`src/rtl/mmt_ram.sv`:
```
// Generic single-port synchronous RAM with registered read data.
`timescale 1ns / 1ps
`default_nettype none

module mmt_ram #(
    parameter int WIDTH = 8,
    parameter int DEPTH = 16
) (
    input  wire logic                     clk,
    input  wire logic                     en,
    input  wire logic                     we,
    input  wire logic [$clog2(DEPTH)-1:0] addr,
    input  wire logic [WIDTH-1:0]         wdata,
    output logic      [WIDTH-1:0]         rdata
);

    logic [WIDTH-1:0] mem [DEPTH];

    always_ff @(posedge clk)
    begin
        if (en)
        begin
            if (we)
            begin
                mem[addr] <= wdata;
            end
            else
            begin
                rdata <= mem[addr];
            end
        end
    end

endmodule

`default_nettype wire

```
`config.mk`:
```
export PLATFORM = sky130hd
export DESIGN_NAME = mmt_ram
export DESIGN_NICKNAME = d
export VERILOG_FILES = /design/src/rtl/mmt_ram.sv
export SDC_FILE = /design/constraint.sdc
export NUM_CORES = 1
export LEC_CHECK = 0
export ABC_AREA = 1
export BUFFER_PORTS_ARGS = -buffer_cell sky130_fd_sc_hd__buf_2
export CAP_MARGIN = 10
export CORE_MARGIN = 2
export CORE_UTILIZATION = 50
export CTS_CLUSTER_DIAMETER = 30
export CTS_CLUSTER_SIZE = 20
export DETAILED_ROUTE_END_ITERATION = 12
export GPL_TIMING_DRIVEN = 0
export PLACE_DENSITY_LB_ADDON = 0.08
export SYNTH_ARGS = -nofsm -noshare
export SYNTH_HDL_FRONTEND = slang
export SYNTH_SLANG_ARGS = --single-unit
export TNS_END_PERCENT = 100
```
`constraint.sdc`:
```
create_clock -name clk -period 3.2 [get_ports clk]
set_clock_uncertainty 0.2 [all_clocks]
set_input_delay 0.16 -clock clk [delete_from_list [all_inputs] [get_ports clk]]
set_output_delay 0.16 -clock clk [all_outputs]
set_load 0.02 [all_outputs]
```
After elaboration in Yosys (flattened, before gate mapping). Memories as Yosys holds them, arrays and structs flattened. A register that Yosys moved wholly into a read port is not among the register bits. Cells that the tools add are included.

Register bits after elaboration: 0. Bits in writable memories: 128. Input port bits: 15. Output and inout port bits: 8. Logic and storage cells: 6. Memories: 1.

Memories: mem (depth 16, bits a word 8, rd ports 1, clocked after memory_dff 1, wr ports 1, RTL line 17) `logic [WIDTH-1:0] mem [DEPTH];`.

Mux-type cells: 3. Bitwise logic cells: 1. Reduce and logical (&&, ||, !) cells: 1.

Operator list (count): two-way mux 1 bit (3); AND reduction 2 bit (1); NOT 1 bit (1).

Longest topological paths before layout.
Depth in word-level cells: 3. Mapped depth: 11. Gate-level depth less buffers: 9.

Least setup slack after synthesis. OpenSTA, ideal clock, no wires.

Path type: input to register. Start: input port addr[1]. End: memory mem[12][0], enable pin. Library setup time: 370 ps. Arrival time: 1094 ps. Required time: 2630 ps. Setup slack: 1536 ps. Stages: 5. Buffers on the path: 2. Cell sequence: buf_2 inv_2 buf_2 nand3_1 nor2_1.

RTL lines: start, declared (RTL line 12) `input wire logic [$clog2(DEPTH)-1:0] addr,`; end, declared (RTL line 17).

Straight into the memory's write port.

Worst setup path in the final report.
Start: input port we. End: memory mem[14][6], enable pin.

Word-level cells in the longest chain between the ends: 3.

Ends and longest elaborated chain: start, declared (RTL line 11) `input wire logic we,`; two-way mux 1 bit (RTL line 23) `if (we)`; two-way mux 1 bit (RTL line 21) `if (en)`; two-way mux 1 bit (implied by the code) (RTL line 25) `mem[addr] <= wdata;`.

Every way passes these cells.

==> out/results.ini <==
[synth]
yosysSeqAreaShare_pct = 71.8
synth_area_mm2 = 0.00569
yosysTopAreaCell = edfxtp_1
syn_nets = 567
yosys_register_bits = 136
avgSynthCellArea_um2 = 10.3
synthDominantCellAreaShare_pct = 71.8
ys_warn_count = 0
synthCells = 552
synth_cell_types = 9
synth_area_leaders = edfxtp_1 72%, nand2_1 23%, inv_1 1.4%

[placed_design]
pre_cts_ws_ns = 0.892
place_inst = 713
gp_congestion = 0.862
post_dp_cell_area_mm2 = 0.00597
port_buffers = 21
post-dp-hpwl_um = 8420

[timing]
fin_crit_ns = 2.06
slew_headroom_pct = 42.4
worst_slew_pin_slew_ns = 0.860
setup_ws_ns = 1.14
whs_ns = 0.0127
slew_violations = 0
setup_viol = 0
rsz0062_at_grt = no
fin_setup_tns_ns = 0
fmax_ghz = 0.486
hold_violations = 0
finalCritPeriodShare_pct = 64.3

[critical_path]
crit_path_top_delay_cell = nor2_1
path_cells = dlygate4sd3_1, buf_2, nand2_1, inv_1, nand3_1, nor2_1
arrival_ns = 1.89
required_ns = 3.03
critical_path_class = input pin to flop
startpoint_type = input pin
end_kind = flop
max_stage_delay_ns = 0.71
critPathMaxFanout = 8
path_delay_family = simple AND/OR/NAND/NOR gates
crit_buf_inv = 3

[clock_tree]
post_cts_buffers = 0
numCtsBuffers = 17
cts_tree = yes
clock_latency_ns = 0.41
clk_path_buf_depth = 2
cts.sinks = 136
cts.clk_slew.worst_paths_ns = 0.06
root_buffer = clkbuf_16
ctsHtreeMaxLevel = 4

[die]
die_y_um = 111
start_util_pct = 51.8
die-area_mm2 = 0.0123
rows = 38
core_mm2 = 0.0110
boundaryPins = 23
die_x_um = 111

[route]
drcViolationCount = 0
ant_nets = 0
via_per_inst = 4.93
wl_per_cell_um = 17.0
vias = 3704
first_iter_violations = 241
wirelength_um = 12800
drt_pass1_iterations = 6

[power]
power_frac_clock_pct = 45.6
switching_share_pct = 20.6
power_density_mw_per_mm2 = 621
peakVddDrop_v = 0.000347
leakagePower_nw = 2.84
power_frac_seq_pct = 48.6
totalPowerFinal_mw = 4.11
power_frac_comb_pct = 5.8
p_sw_uw = 845
p_int_mw = 3.26

[global_routing]
grt_max_degree = 17
overflow = 0
grt_antenna_before_repair = 0
grt_usage_pct = 22.1
grt_pass1_vias = 3757
grt_pass1_wl_um = 20000

[layout]
diodes = 0
mostFrequentLayoutCell = nand2_1
syn_to_final_growth_pct = 16.3
fill_cells = 911
fin_area_mm2 = 0.00662
final_cell_mix = 347 x nand2_1, 136 x edfxtp_1, 33 x buf_2
layout.nets = 615
final_layout_size_suffix_gt1_share_pct = 11.3
postLayoutCoreUtil_pct = 60.3
stdcell_count = 752

[hold_path]
min_path_type = input pin to flop

[run_status]
outcome = finished clean

[job]
maxCapViolCount = 0

## path summary, 6_finish.rpt
| path | slack [ns] | cells after the start | endpoint | start |
|---|---|---|---|---|
| min | 0.01 | 1 | mem[9][3]$_DFFE_PP_ | wdata[3] |
| min reg2reg | 0.58 | 8 | rdata[0]$_DFFE_PP_ | mem[4][0]$_DFFE_PP_ |
| max | 1.14 | 6 | mem[14][6]$_DFFE_PP_ | we |
| max reg2reg | 1.85 | 8 | rdata[7]$_DFFE_PP_ | mem[13][7]$_DFFE_PP_ |
## repair_timing
| action | in CTS | in global routing |
|---|---|---|
| gates resized for setup | 0 | 0 |
| hold endpoints to repair | 97 | 0 |
| hold buffers | 8 | 0 |
## kinds of logic (layout without fill, tap and decap cells)
family / after synthesis / in the layout / synth area share, %
buffers and inverters: 46 / 106 / 3.76
DFF: 136 / 136 / 71.8
and+or+nand+nor: 370 / 370 / 24.5
## state kept, by name (all words and copies together), names as in the netlist
register and count:
mem 128, rdata 8
## layer usage
| layer | part of all wire, % | GRT usage (%) |
|---|---|---|
| met2 | 48 | 35.8 |
| met1 | 46 | 29.7 |
| met4 | 1.3 | 7.25 |
| met3 | 5.2 | 5.08 |
| met5 | 0 | 0 |
## synth_stat cells
| master | instances |
|---|---|
| nand2_1 | 347 |
| inv_1 | 21 |
| nand3_1 | 4 |
| edfxtp_1 | 136 |
| buf_2 | 12 |
| inv_2 | 4 |
| buf_4 | 7 |
| clkbuf_1 | 2 |
| nor2_1 | 19 |
## cell type report
class	instances	area [um^2]	share of cell area, %
Sequential cell	136	4080	61.7
Multi-Input combinational cell	370	1390	21.1
Clock buffer	20	437	6.60
Timing Repair Buffer	29	185	2.80
Tap cell	140	175	2.65
Clock inverter	11	131	1.98
Buffer	21	120	1.81
Inverter	25	93.8	1.42
## power by group through the flow
stage                     sequential [mW]  combinational, mW  clock [mW]
final                                1.99              0.238        1.88
after global routing                 2.00              0.271        1.98
after CTS                            1.99              0.240        1.90
after detailed placement             2.03              0.231           0
after global placement               2.03              0.228           0
after floorplan                      2.04              0.131           0
No activity file was read; power rests on OpenSTA's default activity.
