### src/rtl/mmt_pkg.sv
// Shared constants and types for the multiset mex tracker.
`timescale 1ns / 1ps
`default_nettype none

package mmt_pkg;

    localparam int MAX_LENGTH = 1024;
    localparam int LEN_W      = $clog2(MAX_LENGTH + 1);
    localparam int POS_W      = $clog2(MAX_LENGTH);
    localparam int VAL_W      = 32;
    localparam int CNT_W      = 11;
    localparam int CNT_DEPTH  = MAX_LENGTH + 1;
    localparam int CNT_AW     = $clog2(CNT_DEPTH);
    localparam int WORD_W     = 32;
    localparam int BIT_W      = $clog2(WORD_W);
    localparam int WORDS      = (CNT_DEPTH + WORD_W - 1) / WORD_W;
    localparam int WORD_AW    = $clog2(WORDS);

    localparam logic [CNT_W-1:0] COUNT_MAX = '1;
    localparam logic [LEN_W-1:0] LEN_RESET = LEN_W'(MAX_LENGTH);

    typedef struct packed {
        logic               we;
        logic [WORD_AW-1:0] word;
        logic               full;
    } flag_upd_t;

endpackage

`default_nettype wire

### src/rtl/mmt_scan.sv
// Word-full flags over the presence bitmap and the two-level first-zero search.
`timescale 1ns / 1ps
`default_nettype none

module mmt_scan (
    input  wire logic                          clk,
    input  wire logic                          rst_n,
    input  wire mmt_pkg::flag_upd_t            upd,
    output logic      [mmt_pkg::WORD_AW-1:0]   open_word,
    input  wire logic [mmt_pkg::WORD_AW-1:0]   word_idx,
    input  wire logic [mmt_pkg::WORD_W-1:0]    word_data,
    input  wire logic [mmt_pkg::LEN_W-1:0]     len,
    output logic      [mmt_pkg::LEN_W-1:0]     mex
);

    import mmt_pkg::*;

    logic [WORDS-1:0]   full_reg;
    logic [BIT_W-1:0]   zero_bit;
    logic [LEN_W-1:0]   first_zero;

    always_ff @(posedge clk or negedge rst_n)
    begin
        if (!rst_n)
        begin
            full_reg <= '0;
        end
        else if (upd.we)
        begin
            full_reg[upd.word] <= upd.full;
        end
    end

    always_comb
    begin
        open_word = WORD_AW'(WORDS - 1);
        for (int i = WORDS - 1; i >= 0; i--)
        begin
            if (!full_reg[i])
            begin
                open_word = WORD_AW'(i);
            end
        end
    end

    always_comb
    begin
        zero_bit = '0;
        for (int i = WORD_W - 1; i >= 0; i--)
        begin
            if (!word_data[i])
            begin
                zero_bit = BIT_W'(i);
            end
        end
        first_zero = LEN_W'({word_idx, zero_bit});
        mex = (first_zero >= len) ? len : first_zero;
    end

endmodule

`default_nettype wire

### config.mk
export PLATFORM = sky130hd
export DESIGN_NAME = mmt_scan
export DESIGN_NICKNAME = d
export VERILOG_FILES = /design/src/rtl/mmt_pkg.sv /design/src/rtl/mmt_scan.sv
export SDC_FILE = /design/constraint.sdc
export NUM_CORES = 1
export LEC_CHECK = 0
export BUFFER_PORTS_ARGS = -buffer_cell sky130_fd_sc_hd__clkbuf_2
export CORE_MARGIN = 1.5
export CORE_UTILIZATION = 53
export DETAILED_ROUTE_END_ITERATION = 10
export PLACE_DENSITY = 0.81
export SETUP_SLACK_MARGIN = 0.5
export SLEW_MARGIN = 20
export SYNTH_ARGS = -nofsm -noshare
export SYNTH_HDL_FRONTEND = slang
export SYNTH_SLANG_ARGS = --single-unit
### constraint.sdc
create_clock -name clk -period 4.45 [get_ports clk]
set_input_delay 0.89 -clock clk [delete_from_list [all_inputs] [get_ports clk]]
set_output_delay 0.89 -clock clk [all_outputs]
set_load 0.02 [all_outputs]
# == Word level (Yosys, flattened, before mapping) ==
# Index checks and enable logic that the tools add are counted.
# word_totals
reg_bits,33
word_cells,73
# classes
n_lt_le_gt_ge,3
n_reduce_logical,1
n_mux,68
# ops
cell,count
$mux W6,32
$mux W5,32
$bwmux W33,1
$ge A11 B11 Y1,1
$mux W11,1
$lt A6 B7 Y1 const B,1
$demux W1 S6,1
$ge A6 B1 Y1 const B,1
$logic_and A1 B1 Y1,1
$mux W1,1

# == Depth between registers and ports, before layout ==
# Gate-level depths: netlist (run 1).
# logic_depth
ltp_word,34
ltp_mapped,12
depth_no_buf,11

# == Worst setup path after synthesis (run 1) ==
# OpenSTA, ideal clock, no wires.
# synth_timing
kind,input port to output port
start,input port word_data[17] (netlist name)
end,output port mex[1] (netlist name)
path_stages,10
n_path_buf,1
arrival_time_ps,3014
setup_slack_ps,546
required_time_ps,3560
path_cell_list,nand4_1 nor3_1 a2111oi_1 ha_1 a211o_1 a21oi_2 a311oi_2 nor2_2 buf_6 mux2_4
# synth_between
elab_chain_len,20
# synth_rtl
item,line,source
start: declaration,mmt_scan.sv:11,"input wire logic [mmt_pkg::WORD_W-1:0] word_data,"
$mux W5 * (18 in series),mmt_scan.sv:51,if (!word_data[i])
$ge A11 B11 Y1,mmt_scan.sv:57,mex = (first_zero >= len) ? len : first_zero;
$mux W11 *,mmt_scan.sv:57,
end: declaration,mmt_scan.sv:13,output logic [mmt_pkg::LEN_W-1:0] mex
# Every way passes the cells marked *; elsewhere a longest branch is shown, timed or not.

# == Worst setup path after layout (run 1) ==
# layout_timing
start,input port word_data[8] (netlist name)
end,output port mex[6] (netlist name)
# layout_between
elab_chain_len,11
# layout_rtl
item,line
$mux W5 (9 in series),mmt_scan.sv:51
$ge A11 B11 Y1,mmt_scan.sv:57
$mux W11,mmt_scan.sv:57
# No other way between the ends.

==> impl_metrics.py, run 1 <==
metrics = {
    "power": {
        "vdd_drop_max_v": 0.0002049,
        "p_leak_nw": 1.578,
        "p_per_area_mw_per_mm2": 248.9,
    },
    "timing": {
        "timing.setup.tns_ps": 0,
        "rsz0062_at_grt": "true",
        "period_share_pct": 95.30,
        "slew_violations": 0,
        "final_critical_path_setup_slack_ps": 209.2,
        "finalSetupViolCount": 0,
        "relSlewSlack_pct": 46.72,
        "hold_viol_final": 0,
        "final.setup_skew_ps": 0,
        "tightest_slew_ps": 799.2,
        "timing.final.crit_period_ps": 4241,
        "clock.fmax_mhz": 235.8,
    },
    "final_layout": {
        "antennaDiodeCount": 0,
        "final_cell_mix": "57 x clkbuf_2, 51 x nand2_1, 32 x dfrtp_1",
        "drive_gt1_share_pct": 37.75,
        "syn_to_final_growth_pct": 31.83,
        "final_common_cell": "clkbuf_2",
        "largest_reg_flops": 32,
        "fillers": 335,
        "finalNetCount": 469,
    },
    "global_routing": {
        "overflow": 0,
        "grt_pass1_vias": 2374,
        "grt_max_degree": 33,
        "antenna_found_initial": 0,
        "grt.total_usage_pct": 26.25,
        "grt_pass1_wl_um": 10850,
    },
    "clock_tree": {
        "clock_latency_ps": 280,
        "root_buffer": "clkbuf_8",
        "cts_tree": "built",
        "cts_sinks": 32,
        "cts_buffer_depth": 2,
        "cts_hold_buf": 0,
        "ctsHtreeMaxLevel": 2,
        "cts_buffers": 5,
        "clkTransAtPathRegs_ps": 60,
    },
    "yosys": {
        "synth_edf_count": 0,
        "postSynthCellCount": 310,
        "syn_area_per_cell_um2": 8.395,
        "ys_ff_latch": 32,
        "synth_area_mm2": 0.002602,
        "ys.flop_type": "dfrtp_1",
        "synth_fp_nets": 380,
        "ys_types": 46,
        "synth-warning-count": 0,
        "async_flop_share_pct": 100.0,
        "yosysSeqAreaShare_pct": 30.77,
    },
    "die": {
        "initial_core_util_pct": 55.10,
        "dieArea_mm2": 0.005340,
        "std_cell_rows": 25,
        "die_w_um": 73.08,
        "die_y_um": 73.08,
        "core-area_mm2": 0.004723,
        "pin_count": 76,
    },
    "routing": {
        "drtPass1Iterations": 4,
        "highest_layer": "met4",
        "via_count": 2703,
        "route.met3.wl_um": 399,
        "totalWireLength_um": 7271,
        "wl_per_cell_um": 15.57,
        "avgViaCountPerCell": 5.788,
        "ant_nets": 0,
        "drc": 0,
        "route.met2.wl_um": 3562,
        "drtIter0Drc": 119,
        "drt-met1-wl_um": 3046,
    },
    "worst_setup_path": {
        "critical_path_class": "input port to output pin",
        "start_kind": "input port",
        "arrival_ps": 3350,
        "worstPathRequired_ps": 3560,
        "cp-end-kind": "output pin",
        "startpoint": "word_data[8]",
        "cp_max_fo": 5,
        "r2r_start": "full_reg[4]$_DFFE_PN0P_",
    },
    "placed_design": {
        "numPortBuffers": 75,
        "place_congestion": 0.9494,
        "dpl_worst_slack_ps": 70.79,
        "hpwl_um": 5173,
    },
    "run": {
        "cap_viol_max_count": 0,
    },
    "run_status": {
        "status": "finished, final reports clean",
    },
    "min_path": {
        "min_from": "full_reg[12]$_DFFE_PN0P_",
        "hp-class": "register to register",
    },
}
## area by class of cell
| cell class | count | area, um2 | area share, % |
|---|---|---|---|
| Clock buffer | 7 | 86.33 | 2.516 |
| Timing Repair Buffer | 86 | 590.6 | 17.21 |
| Tap cell | 67 | 83.83 | 2.443 |
| Clock inverter | 1 | 7.507 | 0.2188 |
| Inverter | 20 | 75.07 | 2.188 |
| Multi-Input combinational cell | 254 | 1787 | 52.08 |
| Sequential cell | 32 | 800.8 | 23.34 |
## stage by stage
stage               power (mW)  area, um2  util (%)  cells  hold WS (ps)
global placement        0.5869       3062     64.82    451         511.1
global route            0.9020       3431     72.64    467         540.4
finish                  0.8539       3431     72.64    467         531.4
detailed placement      0.5945       3062     64.82    451         518.1
CTS                     0.8405       3292     69.70    464         532.8
floorplan               0.5051       2603         -    310         493.4
## Yosys cell counts (5+ instances only)
cell type	count	area share, %
nand2_1	54	7.8
dfrtp_1	32	31
mux2_2	29	13
nor2_1	28	4.0
inv_1	20	2.9
o21ai_0	18	3.5
nand4_1	17	4.1
a21oi_1	11	2.1
ha_1	11	5.3
nor3_1	11	2.1
mux2_4	9	5.2
nand3_1	7	1.3
a31oi_1	5	1.2
nor2b_1	5	1.2
## per-layer routing
| layer | up-vias | track usage [%] |
|---|---|---|
| met5 | - | 0 |
| met4 | 0 | 8.595 |
| met3 | 28 | 4.834 |
| met2 | 110 | 42.93 |
| met1 | 1249 | 34.99 |
| li1 | 1316 | - |
## final timing paths
path	slack [ps]	end	cells past startpoint
setup / recovery	210	mex[6]	13
hold / removal	530	full_reg[12]$_DFFE_PN0P_	1
setup reg to reg	3610	full_reg[4]$_DFFE_PN0P_	1
hold reg to reg	530	full_reg[12]$_DFFE_PN0P_	1
max in group asynchronous	3260	full_reg[11]$_DFFE_PN0P_	1
min in group asynchronous	670	full_reg[30]$_DFFE_PN0P_	1
## worst max-delay path: stages
cell and delay (ps):
buf_8 80, nand4_1 140, buf_4 190, nand2b_1 150, a311oi_2 350, ha_1 300
nand3_2 80, nor3_1 50, or3_4 360, nor2_4 150, buf_6 160, mux2_4 320
buf_8 130
## power breakdown
group | total (mW) | switching, mW | internal [mW]
logic | 0.247 | 0.122 | 0.125
clock network | 0.231 | 0.106 | 0.125
registers | 0.376 | 0.0435 | 0.332
## logic make-up after synthesis
kind of cell	count (synthesis)	synth area share, %
compound gates	59	15.24
fa+ha+maj	11	5.288
buf+inv	24	3.750
flops	32	30.77
mux	38	17.74
simple gates	146	27.21
## repair_timing
item                                    CTS  global route
endpoints found under the setup margin   11            11
resized for setup                        16            49
pin swaps                                12            15
buffers inserted                          5             3
Note: power is estimated with default switching activity, not from simulation.
==> inputs of run 2 (changes only) <==
==> constraint.sdc (replaced) <==
create_clock -name clk -period 4.45 [get_ports clk]
set_input_delay 0.2225 -clock clk [delete_from_list [all_inputs] [get_ports clk]]
set_output_delay 0.2225 -clock clk [all_outputs]
set_load 0.02 [all_outputs]
==> run 2 against run 1 <==
  * Combinational power decreased by 13%
  * Register-to-register slack about the same
  * Clock skew unchanged
  * Sequential share of layout area increased by 2.4 points
  * Clock-buffer cell count decreased by 1
  * Utilization decreased by 6.6 points
  * Sequential power about the same
  * Cell area decreased by 9.2%
  * Fmax increased by 24%
  * Power decreased by 6.2%
  * Flip-flop and latch count unchanged
==> impl_metrics.py, run 2 (synthesis results as in run 1) <==
metrics = {
    "run_status": {
        "status": "finished, final reports clean",
    },
    "worst_setup_path": {
        "critical_path_class": "input port to output pin",
        "r2r_cells": 1,
        "crit_slowest_cell": "nor2_2",
        "arrival_ps": 3180,
        "crit_chain": "clkbuf_2 -> nand4_1 -> nor3_1 -> a2111oi_1 -> ha_1 -> a211o_1 -> a21oi_2 -> a311oi_2 -> nor2_2 -> mux2_2 -> clkbuf_2",
        "start_kind": "input port",
        "timing.rr.end": "full_reg[4]$_DFFE_PN0P_",
        "r2r_start": "full_reg[4]$_DFFE_PN0P_",
        "crit_top_cell": "clkbuf_2",
        "max_stage_delay_ps": 600,
        "r2r_slack_ps": 3600,
        "cp_max_fo": 11,
        "worstPathRequired_ps": 4230,
        "cp-end-kind": "output pin",
    },
    "run": {
        "cap_viol_max_count": 0,
    },
    "timing": {
        "timing.setup.tns_ps": 0,
        "hold_viol_final": 0,
        "final_critical_path_setup_slack_ps": 1043,
        "slew_violations": 0,
        "clock.fmax_mhz": 293.5,
        "holdWs_ps": 12.00,
        "rsz0062_at_grt": "false",
        "final.setup_skew_ps": 0,
        "relSlewSlack_pct": 46.18,
        "finalSetupViolCount": 0,
        "tightest_slew_ps": 807.3,
        "timing.final.crit_period_ps": 3407,
        "period_share_pct": 76.57,
    },
    "final_layout": {
        "finalNetCount": 458,
        "largest_reg_flops": 32,
        "final_common_cell": "clkbuf_2",
        "fin_cells": 455,
        "final_core_util_pct": 65.99,
        "antennaDiodeCount": 0,
        "ff_latch_area_um2": 800.8,
        "postLayoutCellArea_mm2": 0.003117,
        "final_cell_mix": "75 x clkbuf_2, 54 x nand2_1, 32 x dfrtp_1",
        "drive_gt1_share_pct": 31.96,
        "fillers": 419,
        "multi_input_area_mm2": 0.001704,
        "syn_to_final_growth_pct": 19.76,
    },
    "clock_tree": {
        "ctsResizeCount": 0,
        "cts_buffers": 5,
        "ctsHtreeMaxLevel": 2,
        "root_buffer": "clkbuf_8",
        "cts_sinks": 32,
        "post-cts-setup-buffers": 0,
        "clkTransAtPathRegs_ps": 60,
        "cts_tree": "built",
        "cts_hold_buf": 0,
        "clock_latency_ps": 290,
        "cts_buffer_depth": 2,
    },
    "routing": {
        "highest_layer": "met4",
        "route.met3.wl_um": 472,
        "drtIter0Drc": 128,
        "drtPass1Iterations": 5,
        "drc": 0,
        "drt-met1-wl_um": 2900,
        "totalWireLength_um": 6733,
        "wl_per_cell_um": 14.80,
        "via_count": 2620,
        "avgViaCountPerCell": 5.758,
        "ant_nets": 0,
        "route.met2.wl_um": 3224,
    },
    "min_path": {
        "hp-class": "input port to asynchronous set/reset pin",
    },
    "global_routing": {
        "antenna_found_initial": 0,
        "grt_pass1_wl_um": 10620,
        "grt_max_degree": 33,
        "grt_pass1_vias": 2424,
        "grt.total_usage_pct": 25.69,
        "overflow": 0,
    },
    "placed_design": {
        "hpwl_um": 5255,
        "place_congestion": 0.9316,
        "numPortBuffers": 75,
        "dp.cells": 448,
        "dpl_worst_slack_ps": 1050,
        "place_area_mm2": 0.003039,
    },
    "die": {
        "die_y_um": 73.08,
        "pin_count": 76,
        "die_w_um": 73.08,
        "core-area_mm2": 0.004723,
        "std_cell_rows": 25,
        "initial_core_util_pct": 55.10,
        "dieArea_mm2": 0.005340,
    },
    "power": {
        "p_total_mw": 0.8008,
        "p_per_area_mw_per_mm2": 256.9,
        "p_leak_nw": 1.469,
        "vdd_drop_max_v": 0.0002327,
    },
}
-- run 2: cell count changes in the layout (fill, tap and decap cells not counted), sizes merged --
cell	previous run	this run
buf	26	0
clkbuf	67	81
clkinv	0	1
clkinvlp	1	0
-- run 2: where the power goes --
part           total, mW  internal [mW]  switching (mW)
sequential         0.378          0.332          0.0461
clock              0.209          0.106           0.103
combinational      0.214          0.101           0.113
total              0.801          0.539           0.262
-- run 2: layout make-up --
type,instances,share of cell area (%)
multi-input cells,254,54.68
flip-flops and latches,32,25.69
repair buffers,75,12.04
well taps,67,2.690
inverters,20,2.409
clock buffers,6,2.328
clock inverters,1,0.1606
-- run 2: metal layers --
layer  global-route usage, %  vias up
li1                        -     1291
met5                       0        -
met2                   43.43      122
met1                   33.25     1194
met4                   10.06        0
met3                   3.315       13
-- run 2: how the worst max path moves through the flow --
stage                   from  endpoint  slack [ps]
2_1_floorplan  word_data[17]    mex[1]        1880
3_3_place_gp   word_data[16]   mex[10]        1160
3_5_place_dp   word_data[16]   mex[10]        1050
4_1_cts        word_data[16]   mex[10]        1050
5_1_grt         word_data[8]   mex[10]         830
6_report       word_data[16]   mex[10]        1040
-- run 2: critical path, delay by kind of cell --
| kind | cells | cell delay (ps) |
|---|---|---|
| compound gates | 4 | 1100 |
| simple gates | 3 | 800 |
| mux | 1 | 410 |
| fa+ha+maj | 1 | 360 |
| buf+inv | 2 | 290 |
